[src/rtl/core/hnm_pkg.sv]
// ----------------------------------------------------------------------------
// hnm_pkg
// Shared constants, register codes and the job record passed from the front
// end to the normal arithmetic of the heightmap normal generator.
// ----------------------------------------------------------------------------
package hnm_pkg;

  // Line store depth and the widths that follow from it.
  localparam int LINE_MAX = 1024;
  localparam int COL_W    = $clog2(LINE_MAX);

  // Fixed field widths.
  localparam int HGT_W  = 8;
  localparam int PIX_W  = 7;
  localparam int HS_W   = 16;
  localparam int LEN_W  = 11;
  localparam int ROW_W  = 16;
  localparam int NRM_W  = 16;
  localparam int ADDR_W = 4;
  localparam int DATA_W = 32;

  // Register reset values.
  localparam logic [PIX_W-1:0] GRID_PITCH_RST   = 7'd1;
  localparam logic [HS_W-1:0]  HEIGHT_SCALE_RST = 16'd803;
  localparam logic [LEN_W-1:0] ROW_LENGTH_RST   = 11'd1024;

  // Register indexes (word address).
  localparam logic [1:0] REG_GRID_PITCH   = 2'd0;
  localparam logic [1:0] REG_HEIGHT_SCALE = 2'd1;
  localparam logic [1:0] REG_ROW_LENGTH   = 2'd2;

  // Depth of the queue between front and back.
  localparam int QUEUE_DEPTH = 2;
  localparam int QPTR_W      = $clog2(QUEUE_DEPTH);

  // One vertex to be worked on: the seven neighbourhood heights and the
  // edge flags that decide which neighbours collapse onto the centre.
  typedef struct packed {
    logic [HGT_W-1:0] mid0;
    logic [HGT_W-1:0] mid1;
    logic [HGT_W-1:0] mid2;
    logic [HGT_W-1:0] up1;
    logic [HGT_W-1:0] up2;
    logic [HGT_W-1:0] dn0;
    logic [HGT_W-1:0] dn1;
    logic             left_edge;
    logic             end_of_row;
    logic             top_row;
    logic             drain;
  } job_t;

endpackage

[src/rtl/core/hnm_queue.sv]
// ----------------------------------------------------------------------------
// hnm_queue
// Short job queue between the front end and the normal arithmetic.
// ----------------------------------------------------------------------------
module hnm_queue (
  input  logic          clk,
  input  logic          rst_n,
  input  logic          push,
  input  hnm_pkg::job_t push_job,
  output logic          full,
  input  logic          pop,
  output hnm_pkg::job_t pop_job,
  output logic          empty
);

  hnm_pkg::job_t                 entry_r [hnm_pkg::QUEUE_DEPTH];
  logic [hnm_pkg::QPTR_W-1:0]    wr_ptr_r, wr_ptr_nxt;
  logic [hnm_pkg::QPTR_W-1:0]    rd_ptr_r, rd_ptr_nxt;
  logic [hnm_pkg::QPTR_W:0]      count_r, count_nxt;

  assign full    = (count_r == (hnm_pkg::QPTR_W+1)'(hnm_pkg::QUEUE_DEPTH));
  assign empty   = (count_r == '0);
  assign pop_job = entry_r[rd_ptr_r];

  always_comb begin
    wr_ptr_nxt = wr_ptr_r;
    rd_ptr_nxt = rd_ptr_r;
    count_nxt  = count_r;
    if (push) begin
      wr_ptr_nxt = (wr_ptr_r == hnm_pkg::QPTR_W'(hnm_pkg::QUEUE_DEPTH-1)) ? '0 : wr_ptr_r + 1'b1;
    end
    if (pop) begin
      rd_ptr_nxt = (rd_ptr_r == hnm_pkg::QPTR_W'(hnm_pkg::QUEUE_DEPTH-1)) ? '0 : rd_ptr_r + 1'b1;
    end
    if (push && !pop) begin
      count_nxt = count_r + 1'b1;
    end else if (pop && !push) begin
      count_nxt = count_r - 1'b1;
    end
  end

  always_ff @(posedge clk) begin
    if (!rst_n) begin
      wr_ptr_r <= '0;
      rd_ptr_r <= '0;
      count_r  <= '0;
    end else begin
      wr_ptr_r <= wr_ptr_nxt;
      rd_ptr_r <= rd_ptr_nxt;
      count_r  <= count_nxt;
    end
  end

  always_ff @(posedge clk) begin
    if (push) begin
      entry_r[wr_ptr_r] <= push_job;
    end
  end

  a_no_overflow: assert property (@(posedge clk) disable iff (!rst_n) push |-> (!full || pop))
    else $error("job pushed into a full queue");

endmodule

[config.mk]
export PLATFORM = sky130hd
export DESIGN_NAME = hnm_queue
export DESIGN_NICKNAME = d
export VERILOG_FILES = /design/src/rtl/core/hnm_pkg.sv /design/src/rtl/core/hnm_queue.sv
export SDC_FILE = /design/constraint.sdc
export NUM_CORES = 1
export LEC_CHECK = 0
export BUFFER_PORTS_ARGS = -buffer_cell sky130_fd_sc_hd__buf_2
export CAP_MARGIN = 20
export CORE_MARGIN = 1.5
export CORE_UTILIZATION = 55
export CTS_CLUSTER_DIAMETER = 30
export CTS_CLUSTER_SIZE = 25
export DETAILED_ROUTE_END_ITERATION = 10
export PLACE_DENSITY = 0.83
export SKIP_LAST_GASP = 1
export SYNTH_ARGS = -nofsm -noshare
export SYNTH_HDL_FRONTEND = slang
export SYNTH_SLANG_ARGS = --single-unit
[constraint.sdc]
create_clock -name clk -period 8.3 [get_ports clk]
set_input_delay 1.245 -clock clk [delete_from_list [all_inputs] [get_ports clk]]
set_output_delay 1.245 -clock clk [all_outputs]
set_load 0.01 [all_outputs]
Yosys cells after proc, flatten, opt, wreduce, memory -nomap -nowiden
Memory sizes are Yosys's and may differ from the RTL's. A register that Yosys moved wholly into a read port is not among the register bits.
Cells that the tools add are included.
{ "totals": {"register_bits": 4, "ram_bits": 120, "inputBits": 64, "wordCells": 23, "n_memories": 1} }
{ "classes": {"n_addsub": 4, "n_eq_ne": 1, "muxes": 8, "reduce_logical": 6} }
{ "memory_table": {"columns": ["name", "depth", "width", "read_ports", "rd_ports_with_merged_regs", "wr", "line_no", "rtl"], "rows": [
  ["entry_r", 2, 60, 1, 1, 1, "hnm_queue.sv:16", "hnm_pkg::job_t entry_r [hnm_pkg::QUEUE_DEPTH];"]
]} }
{ "op_table": {"columns": ["cell", "count"], "rows": [
  ["$mux W1", 6],
  ["$mux W2", 2],
  ["$add A1 B1 Y1 const B", 2],
  ["$add A2 B1 Y2 const B", 1],
  ["$eq A2 B2 Y1 const B", 1],
  ["$logic_and A1 B1 Y1", 2],
  ["$logic_not A1 Y1", 2],
  ["$logic_not A2 Y1", 1],
  ["$reduce_bool A2 Y1", 1],
  ["$sub A2 B1 Y2 const B", 1]
]} }

Longest topological paths before layout
Gate-level depths: netlist (run 1).
{ "logic_depth": {"word_depth": 4, "depth_mapped": 5, "ltp_nobuf": 5} }

Least setup slack after synthesis (run 1)
OpenSTA, ideal clock, no wires.
{ "synth_timing": {"kind": "input to register", "startpoint": "input push", "endpoint": "memory entry_r[0][0] (netlist name), enable pin", "setup_ns": 0.486, "arrival_time_ns": 3.920, "t_required_ns": 7.814, "path_slack_ns": 3.894, "cell_stages": 1, "n_path_buf": 0, "path_cell_list": "nor2b_1"} }
{ "synth_via": {"elab_chain_cells": 2} }
{ "synth_rtl": {"columns": ["element", "line_no", "rtl"], "rows": [
  ["start: declaration", "hnm_queue.sv:8", "input logic push,"],
  ["$mux W1", "hnm_queue.sv:55", "if (push) begin"],
  ["$mux W1 (implied by the code)", "hnm_queue.sv:56", "entry_r[wr_ptr_r] <= push_job;"],
  ["end: declaration", "hnm_queue.sv:16", null]
]} }
Every way passes these cells.

==> key figures, run 1 <==
Synthesis
  • Simple-Gate Fraction of Synth Area: between 1 and 1.5%
  • Area share of the largest cell type after synthesis: between 70% and 80%
  • Cell count after synthesis: 209
  • Cell type with the largest total area after synthesis: sky130_fd_sc_hd__edfxtp_1
  • Synth Net Count: 274
  • Mapped Avg Cell Area: roughly 22 um^2
  • Number of distinct library cells after synthesis: 17
  • Sequential element share of the synthesized area: 81.4%
  • Adder-Cell Fraction of Synth Area: 0.275%
  • Post-synthesis compound-gate area fraction: less than 1%
  • Post-synth design cell area: approximately 0.0045 mm^2
  • XOR/XNOR Fraction of Synth Area: 0.578%
  • Mux cell area share after synthesis: between 10% and 20%
  • Leading post-synthesis cells by cell area: sky130_fd_sc_hd__edfxtp_1, sky130_fd_sc_hd__mux2_2, sky130_fd_sc_hd__dfxtp_1
  • Combinational family with the most area after synthesis: multiplexers
  • YS warnings: 0
  • Post-synthesis sequential element count: around 130

Pwr
  • Cell leakage power: approximately 2.2 nW
  • Worst vdd ir: approximately 0.16 mV
  • Power density of the placed cells: 274 mW/mm^2

Route
  • Detail-routed net length per standard cell: 17.4 um
  • Via density: 5.13
  • DRC violation total after the first TritonRoute iteration: slightly below 100
  • Total via count in the routed design: approximately 2400
  • Post-DRT Antenna Nets: 0
  • Total routed wirelength: roughly 8.1 mm
  • Number of optimization iterations in the first detailed-route pass: 4
  • Number of DRC violations after detailed routing: 0

Clock network
  • Number of H-tree branching levels: 4
  • Worst-Skew Late Latency: 490 ps
  • Gates resized, CTS repair: 0
  • Clock tree root driver cell: sky130_fd_sc_hd__clkbuf_8
  • TritonCTS clock tree: done
  • Count of buffers added by post-CTS timing repair for setup: 0
  • Cts hold-fix bufs: 0
  • Clock net sink count: between 100 and 150
  • Clock input transition at the sequential cells of the worst setup and hold paths: around 50 ps
  • Maximum clock path buffer count: 2
  • CTS Buf Count: 17

Placement
  • Placed wire-length estimate: 4.91 mm
  • Routability-driven placement congestion ratio: approximately 0.67
  • Number of I/O port buffers: 125
  • Worst setup timing slack at the placement stage: ~5300 ps
  • Post-Place Cells: roughly 430

Final layout
  • Final non-filler cell total: approximately 460
  • Area added between synthesis and finish: 29.2%
  • Highest-count cells in the layout ignoring fill and taps: sky130_fd_sc_hd__buf_2, sky130_fd_sc_hd__edfxtp_1, sky130_fd_sc_hd__mux2_2
  • Fillcell total: 510
  • Most frequent standard cell in the layout excluding fill and tap cells: sky130_fd_sc_hd__buf_2
  • Antenna diodes: 0
  • Share of post-route cells with drive strength above 1: roughly three fifths
  • Total number of nets in the final design: between 400 and 500

Die
  • Number of rows in the core area: 32
  • Floorplan die area: between 0.008 and 0.009 mm^2
  • Initial Util: approximately 58%
  • Core Area: between 0.007 and 0.008 mm^2
  • Die span in y: 93.9 um
  • Top-level I/O count: 126
  • Horizontal die dimension: between 90 and 100 um

Worst setup path
  • Largest stage delay on the critical path: approximately 650 ps
  • Arrival time of data at the critical path endpoint: 2290 ps
  • Worst Path Class, Setup: flip-flop to output port
  • Setup crit start kind: flip-flop
  • Master of the slowest instance on the critical path: sky130_fd_sc_hd__dfxtp_2
  • Worst endpoint required time: a little over 7000 ps
  • Crit-path cells: buf_4 -> mux2_2 -> buf_2
  • Maximum fanout along the worst path: 39
  • CP endpoint kind: output port

Timing
  • Sum of negative setup slack: 0 ps
  • Worst hold margin: 569 ps
  • Number of setup violations in the final report: 0
  • Max-slew violation count: 0
  • Final clock period utilization by the worst path: a little over two fifths
  • Unrepaired setup endpoints after global routing: false
  • Slew at the pin with the worst max-slew slack: 810 ps
  • Remaining max-slew budget at the tightest pin: a little under half
  • Clock period minus final worst setup slack: around 3500 ps
  • F_max: between 200 and 300 MHz
  • Crit path setup slack, layout: 4760 ps
  • Worst clock skew: 6.15 ps
  • Number of hold violations in the final report: 0

GRT
  • Total routing usage reported by global routing: 18.8%
  • Number of global-route vias before repair: 2454
  • First-pass GRT wire length: between 10 and 15 mm
  • Grt ovf: 0
  • Antenna violations before repair: 0
  • Largest net degree at the start of global routing: slightly above 60

Status
  • Status: finished, final reports clean

Run
  • Number of maximum-capacitance violations: 0

Min path
  • Type of the worst min-delay path: flip-flop to flip-flop
-- path summary, 6_finish.rpt --
kind / from / to / slack (ps) / cells past startpoint
worst min register to register: count_r[1] / count_r[1] / 570 / 2
worst max-delay path: flip-flop / pop_job[24] / 4760 / 3
worst min-delay path: count_r[1] / count_r[1] / 570 / 2
worst max register to register: wr_ptr_r / entry_r[1][8] / 6730 / 2
-- per-stage QoR --
step | cell area, um^2 | utilization, % | power [mW]
6_report | 5870 | 74.9 | 1.61
3_3_place_gp | 5280 | 67.3 | 0.887
4_1_cts | 5870 | 74.9 | 1.62
2_1_floorplan | 4550 | - | 0.833
5_1_grt | 5870 | 74.9 | 1.66
3_5_place_dp | 5280 | 67.3 | 0.893
-- Yosys cell counts, drive strengths merged --
cell type    n
a21boi       1
and2         4
and2b        1
buf          7
dfxtp        5
edfxtp     120
ha           1
inv          1
mux2        60
nor2         1
nor2b        2
o21a         1
o21ai        1
or3          1
xnor2        1
xor2         2
-- per-layer routing --
layer | part of all wire (%) | GRT usage [%]
met3 | 6.7 | 7.61
met1 | 43 | 22.9
met2 | 50 | 30.6
met5 | 0 | 0
met4 | 0.51 | 6.59
-- report_power, final --
part / internal, mW / switching, mW
logic: 0.0672 / 0.0697
clock network: 0.482 / 0.246
registers: 0.730 / 0.0127
-- flip-flops by register name, summed over array words and instances, names as in the netlist, named ones only --
signal    count
entry_r     120
count_r       2
rd_ptr_r      1
wr_ptr_r      1
-- kinds of logic (layout without fill, tap and decap cells) --
group                      count (synthesis)  after routing
DFF                                      125            125
muxes                                     60             60
and+or+nand+nor                            9              9
buffers and inverters                      8            160
AOI/OAI and AO/OA                          3              3
xor gates and xnor gates                   3              3
adders and majority gates                  1              1
-- critical path: cells and delay by family (launching register included) --
kind / cells / cell delay, ps
flip-flops: 1 / 650
buffers and inverters: 2 / 700
multiplexers: 1 / 410
-- final cells by class --
type | count | area [um^2] | area share, %
clock buffer | 18 | 418 | 7.11
clock inverter | 13 | 173 | 2.94
sequential | 125 | 3700 | 63.1
multi-input combinational | 76 | 800 | 13.6
inverter | 1 | 3.75 | 0.0639
tap | 102 | 128 | 2.17
timing repair buffer | 128 | 648 | 11.0
Note: power is estimated with default switching activity, not from simulation.
==> inputs of run 2 (changes only) <==
- CORE_UTILIZATION: 55 -> 51
- PLACE_DENSITY: 0.83 -> 0.78
- clock period: 8.3 -> 3.4 ns (I/O delays scaled with it)
==> run 2 against run 1 <==
Non-clock buffer count did not move. Clock skew about the same. Die area increased by 7.6%. Core utilization decreased by 6.2 points. Via count fell by 1.9%. Global-route usage shrank 2.7 points. Combinational power increased by 140%. Critical path depth unchanged. Total power rose to 2.5 times the previous value. Design area rose by 1.5%. First-iteration DRC count decreased by 12%. Register-to-register slack got worse by 5000 ps. Critical path type unchanged. Critical endpoint is now pop_job[42].
==> key figures, run 2 (synthesis results as in run 1) <==
Worst setup path
  • Largest stage delay on the critical path: 730 ps (was 650 ps)
  • Master of the slowest instance on the critical path: sky130_fd_sc_hd__dfxtp_2 (unchanged)
  • Crit-path cells: buf_12 -> mux2_2 -> buf_2 (was buf_4 -> mux2_2 -> buf_2)
  • Cell family with most CP delay: flip-flops (was buffers and inverters)
  • Worst endpoint required time: 2890 ps (was 7050 ps)
  • R2R setup slack: 1690 ps (was 6730 ps)
  • CP endpoint kind: output port (unchanged)
  • Arrival time of data at the critical path endpoint: 2060 ps (was 2290 ps)
  • Worst Path Class, Setup: flip-flop to output port (unchanged)
  • Reg2Reg Launch Point: wr_ptr_r (unchanged)
  • Maximum fanout along the worst path: 35 (was 39)
  • Buffers & Inverters on Critical Path: 2 (unchanged)
  • Setup crit start kind: flip-flop (unchanged)

GRT
  • Largest net degree at the start of global routing: 36 (was 62)
  • First-pass GRT wire length: 11.5 mm (was 11.9 mm)
  • Number of global-route vias before repair: 2369 (was 2454)
  • Met1 track utilization from global routing: 19.2% (was 22.9%)
  • Grt ovf: 0 (unchanged)
  • Global-route layer with the greatest usage: met2 (unchanged)
  • Met2 demand-to-capacity share in global routing: 26.8% (was 30.6%)
  • Met3 capacity usage during global routing: 5.54% (was 7.61%)
  • Total routing usage reported by global routing: 16.1% (was 18.8%)
  • Antenna violations before repair: 0 (unchanged)

Min path
  • Type of the worst min-delay path: primary input to flip-flop (was flip-flop to flip-flop)
  • Startpoint of the most critical hold path: push_job[32] (was count_r[1])

Clock network
  • Number of H-tree branching levels: 4 (unchanged)
  • Clock net sink count: 125 (unchanged)
  • Clock tree root driver cell: sky130_fd_sc_hd__clkbuf_8 (unchanged)
  • CTS Buf Count: 17 (unchanged)
  • TritonCTS clock tree: done (unchanged)
  • Gates resized, CTS repair: 0 (unchanged)
  • Count of buffers added by post-CTS timing repair for setup: 0 (unchanged)
  • Maximum clock path buffer count: 2 (unchanged)
  • Cts hold-fix bufs: 0 (unchanged)
  • Clock input transition at the sequential cells of the worst setup and hold paths: 60 ps (was 50 ps)
  • Worst-Skew Late Latency: 490 ps (about the same)

Route
  • Total routed wirelength: 7.37 mm (was 8.06 mm)
  • Number of optimization iterations in the first detailed-route pass: 4 (unchanged)
  • Total via count in the routed design: 2333 (was 2377)
  • Via density: 4.96 (was 5.13)
  • Number of DRC violations after detailed routing: 0 (unchanged)
  • Detail-routed net length per standard cell: 15.7 um (was 17.4 um)
  • DRC violation total after the first TritonRoute iteration: 87 (was 99)
  • Post-DRT Antenna Nets: 0 (unchanged)

Timing
  • Slew at the pin with the worst max-slew slack: 922 ps (was 810 ps)
  • F_max: roughly 400 MHz
  • Number of setup violations in the final report: 0 (unchanged)
  • Final clock period utilization by the worst path: roughly 76%
  • Max-slew violation count: 0 (unchanged)
  • Clock period minus final worst setup slack: about 2600 ps
  • Unrepaired setup endpoints after global routing: false (unchanged)
  • Worst clock skew: 5.65 ps (was 6.15 ps)
  • Sum of negative setup slack: 0 ps (unchanged)
  • Number of hold violations in the final report: 0 (unchanged)
  • Remaining max-slew budget at the tightest pin: 38.4% (was 46.0%)

Final layout
  • Most frequent standard cell in the layout excluding fill and tap cells: sky130_fd_sc_hd__buf_2 (unchanged)
  • Share of post-route cells with drive strength above 1: 61.0% (was 60.7%)
  • Regs by FF count: entry_r x120, count_r x2 (unchanged)
  • Flip-flop count of the largest register, all copies and words added: 120 (unchanged)
  • Total number of nets in the final design: 414 (unchanged)
  • Most flop-heavy register: entry_r (unchanged)
  • Area added between synthesis and finish: 31.1% (was 29.2%)
  • Highest-count cells in the layout ignoring fill and taps: sky130_fd_sc_hd__buf_2, sky130_fd_sc_hd__edfxtp_1, sky130_fd_sc_hd__mux2_2 (unchanged)
  • Antenna diodes: 0 (unchanged)

Run
  • Number of maximum-capacitance violations: 0 (unchanged)

Pwr
  • Cell leakage power: 2.27 nW (was 2.24 nW)
  • Total power draw: 4.04 mW (was 1.61 mW)
  • Power density of the placed cells: 677 mW/mm^2 (was 274 mW/mm^2)
  • Worst vdd ir: 0.397 mV (was 0.161 mV)

Die
  • Initial Util: 52.4% (was 58.0%)
  • Core Area: 0.00868 mm^2 (was 0.00785 mm^2)
  • Number of rows in the core area: 34 (was 32)
  • Floorplan die area: 0.00949 mm^2 (was 0.00882 mm^2)
  • Horizontal die dimension: 97.4 um (was 93.9 um)
  • Top-level I/O count: 126 (unchanged)
  • Die span in y: 97.4 um (was 93.9 um)

Placement
  • Number of I/O port buffers: 125 (unchanged)
  • Placed wire-length estimate: 4.72 mm (was 4.91 mm)
  • Routability-driven placement congestion ratio: 0.658 (was 0.671)

Status
  • Status: finished, final reports clean (unchanged)
-- run 2: metrics by stage --
step	hold slack, ps	util (%)	worst slack, ps	area, um^2	instances
after detailed placement	504	61.4	1320	5330	438
final	200	68.7	832	5960	470
after global routing	174	68.7	701	5960	470
after CTS	175	68.7	784	5960	470
after floorplan	466	-	864	4550	209
after global placement	483	61.4	1320	5330	438
-- run 2: metal layers --
layer,vias up,wire length [um]
met5,-,0
met4,0,57
met3,7,395
met2,76,3930
met1,1142,2990
li1,1108,-
-- run 2: cell type report --
type | count | area, um^2
inverters | 1 | 3.75
clock buffers | 17 | 414
clock inverters | 15 | 219
repair buffers | 128 | 686
flip-flops and latches | 125 | 3700
multi-input cells | 76 | 800
fillers | 595 | 2720
well taps | 108 | 135
-- run 2: worst register-to-register path, cell delays in order (launching register included) --
cell	delay [ps]
sky130_fd_sc_hd__dfxtp_1	340
sky130_fd_sc_hd__nor2b_4	730
sky130_fd_sc_hd__buf_12	310
-- run 2: path summary, 6_finish.rpt --
check | to | cells after the start
hold reg to reg | count_r[1] | 2
hold / removal | entry_r[1][32] | 1
setup reg to reg | entry_r[0][43] | 2
setup / recovery | pop_job[42] | 3
-- run 2: power breakdown --
part	total [mW]	switching, mW	internal, mW	leakage, nW
combinational	0.333	0.162	0.171	0.806
sequential	1.81	0.0324	1.78	1.17
clock	1.89	0.627	1.26	0.297
==> inputs of run 3 (changes only) <==
- clock period: 3.4 -> 2.5 ns (I/O delays scaled with it)
==> run 3 against run 2 <==
Clock skew about the same. Final cell count up 0.64%. Setup slack got worse by 480 ps. Critical path depth did not move. Non-clock buffer count rose by 3. Hold slack got worse by 140 ps. Combinational power is 41% higher. Largest cell class unchanged.
==> key figures, run 3 (synthesis results as in run 1) <==
Status
  • Status: finished, final reports clean (unchanged)

Clock network
  • Clock input transition at the sequential cells of the worst setup and hold paths: 60 ps (about the same)
  • Maximum clock path buffer count: 2 (unchanged)
  • Worst-Skew Late Latency: 500 ps (was 490 ps)
  • Clock net sink count: 125 (unchanged)
  • TritonCTS clock tree: done (unchanged)
  • Gates resized, CTS repair: 0 (unchanged)
  • Count of buffers added by post-CTS timing repair for setup: 0 (unchanged)
  • Cts hold-fix bufs: 0 (unchanged)
  • Number of H-tree branching levels: 4 (unchanged)
  • Clock tree root driver cell: sky130_fd_sc_hd__clkbuf_8 (unchanged)
  • CTS Buf Count: 17 (unchanged)

Worst setup path
  • Maximum fanout along the worst path: 34 (was 35)
  • Endpoint of the worst-slack reg-to-reg timing path: entry_r[1][15] (was entry_r[0][43])
  • Worst Path Class, Setup: flip-flop to output port (unchanged)
  • CP endpoint kind: output port (unchanged)
  • Worst endpoint required time: 2120 ps (was 2890 ps)
  • Setup crit start kind: flip-flop (unchanged)
  • Reg2Reg Launch Point: wr_ptr_r (unchanged)
  • R2R setup slack: 1180 ps (was 1690 ps)
  • Path depth of the worst reg2reg path: 2 (unchanged)
  • Arrival time of data at the critical path endpoint: 1770 ps (was 2060 ps)

Pwr
  • Internal: 4.16 mW (was 3.21 mW)
  • Fraction of power consumed by sequential logic: 46.2% (was 44.9%)
  • Total power draw: 5.30 mW (was 4.04 mW)
  • Power density of the placed cells: 898 mW/mm^2 (was 677 mW/mm^2)
  • Share of power burned in combinational logic: 8.8% (was 8.3%)
  • Cell leakage power: 2.25 nW (was 2.27 nW)
  • Portion of total power attributed to the clock network: 44.9% (was 46.8%)
  • Switching Share: 21.5% (was 20.4%)
  • Worst vdd ir: 0.551 mV (was 0.397 mV)
  • Switching power: 1.14 mW (was 822 uW)

Final layout
  • Antenna diodes: 0 (unchanged)
  • Highest-count cells in the layout ignoring fill and taps: sky130_fd_sc_hd__buf_2, sky130_fd_sc_hd__edfxtp_1, sky130_fd_sc_hd__mux2_2 (unchanged)
  • Share of post-route cells with drive strength above 1: 61.6% (was 61.0%)
  • Area added between synthesis and finish: 29.7% (was 31.1%)
  • Most flop-heavy register: entry_r (unchanged)
  • Total number of nets in the final design: 417 (was 414)
  • Core occupancy in the finished layout: 68.0% (was 68.7%)
  • Flip-flop count of the largest register, all copies and words added: 120 (unchanged)
  • Fillcell total: 614 (was 595)
  • Regs by FF count: entry_r x120, count_r x2 (unchanged)
  • Most frequent standard cell in the layout excluding fill and tap cells: sky130_fd_sc_hd__buf_2 (unchanged)

Route
  • Detail-routed net length per standard cell: 16.9 um (was 15.7 um)
  • Total routed wirelength: 8.00 mm (was 7.37 mm)
  • DRC violation total after the first TritonRoute iteration: 83 (was 87)
  • Post-DRT Antenna Nets: 0 (unchanged)
  • Number of DRC violations after detailed routing: 0 (unchanged)
  • Total via count in the routed design: 2375 (was 2333)
  • Via density: 5.02 (was 4.96)
  • Number of optimization iterations in the first detailed-route pass: 4 (unchanged)

Timing
  • Remaining max-slew budget at the tightest pin: 68.7% (was 38.4%)
  • Worst clock skew: 5.16 ps (was 5.65 ps)
  • Slew at the pin with the worst max-slew slack: 470 ps (was 922 ps)
  • F_max: 466 MHz
  • Clock period minus final worst setup slack: approximately 2100 ps
  • Final clock period utilization by the worst path: 85.8%
  • Unrepaired setup endpoints after global routing: false (unchanged)
  • Worst hold margin: 57.9 ps (was 200 ps)
  • Number of setup violations in the final report: 0 (unchanged)
  • Sum of negative setup slack: 0 ps (unchanged)
  • Max-slew violation count: 0 (unchanged)
  • Number of hold violations in the final report: 0 (unchanged)

GRT
  • Met1 track utilization from global routing: 19.5% (was 19.2%)
  • First-pass GRT wire length: 12.6 mm (was 11.5 mm)
  • Met2 demand-to-capacity share in global routing: 31.5% (was 26.8%)
  • Total routing usage reported by global routing: 17.9% (was 16.1%)
  • Antenna violations before repair: 0 (unchanged)
  • Largest net degree at the start of global routing: 35 (was 36)
  • Met3 capacity usage during global routing: 6.40% (was 5.54%)
  • Global-route layer with the greatest usage: met2 (unchanged)
  • Grt ovf: 0 (unchanged)
  • Number of global-route vias before repair: 2577 (was 2369)

Placement
  • Routability-driven placement congestion ratio: 0.663 (was 0.658)
  • Placed wire-length estimate: 5.02 mm (was 4.72 mm)
  • Number of I/O port buffers: 125 (unchanged)

Die
  • Horizontal die dimension: 97.4 um (unchanged)
  • Die span in y: 97.4 um (unchanged)
  • Core Area: 0.00868 mm^2 (unchanged)
  • Floorplan die area: 0.00949 mm^2 (unchanged)
  • Initial Util: 52.4% (unchanged)
  • Top-level I/O count: 126 (unchanged)
  • Number of rows in the core area: 34 (unchanged)

Min path
  • Hold path cells: 1 (unchanged)
  • Type of the worst min-delay path: primary input to flip-flop (unchanged)
  • Endpoint, Worst Hold: entry_r[1][53] (was entry_r[1][32])
  • Startpoint of the most critical hold path: push_job[53] (was push_job[32])

Run
  • Number of maximum-capacitance violations: 0 (unchanged)
run 3: worst max path at each step:
stage	from	end	slack, ps
2_1_floorplan	push	entry_r[0][0]	100
3_3_place_gp	flip-flop	pop_job[59]	860
3_5_place_dp	flip-flop	pop_job[59]	850
4_1_cts	flip-flop	pop_job[59]	300
5_1_grt	flip-flop	pop_job[59]	240
6_report	flip-flop	pop_job[37]	360
run 3: area by class of cell:
type | count | area [um^2] | area share [%]
tap | 108 | 135 | 2.29
timing repair buffer | 131 | 671 | 11.4
inverter | 1 | 3.75 | 0.0636
multi-input combinational | 76 | 800 | 13.5
clock buffer | 17 | 414 | 7.02
sequential | 125 | 3700 | 62.8
clock inverter | 15 | 173 | 2.93
run 3: power by group through the flow:
stage	combinational (mW)	sequential [mW]	clock, mW
2_1_floorplan	0.278	2.49	0
3_3_place_gp	0.465	2.48	0
3_5_place_dp	0.473	2.49	0
4_1_cts	0.478	2.45	2.42
5_1_grt	0.510	2.46	2.52
6_report	0.468	2.45	2.38
run 3: critical path, cell delays in order (launching register included):
cell	delay, ps
sky130_fd_sc_hd__dfxtp_2	320
sky130_fd_sc_hd__buf_4	390
sky130_fd_sc_hd__mux2_2	400
sky130_fd_sc_hd__buf_2	140
run 3: stage by stage:
stage | setup WS (ps) | instances | area [um^2]
2_1_floorplan | 99.4 | 209 | 4550
3_3_place_gp | 857 | 441 | 5310
3_5_place_dp | 853 | 441 | 5310
4_1_cts | 305 | 473 | 5900
5_1_grt | 245 | 473 | 5900
6_report | 355 | 473 | 5900
run 3: layer usage:
layer | part of all wire, % | up-vias
met4 | 1.9 | 0
met2 | 54 | 77
li1 | - | 1114
met5 | 0 | -
met1 | 39 | 1169
met3 | 5.8 | 15
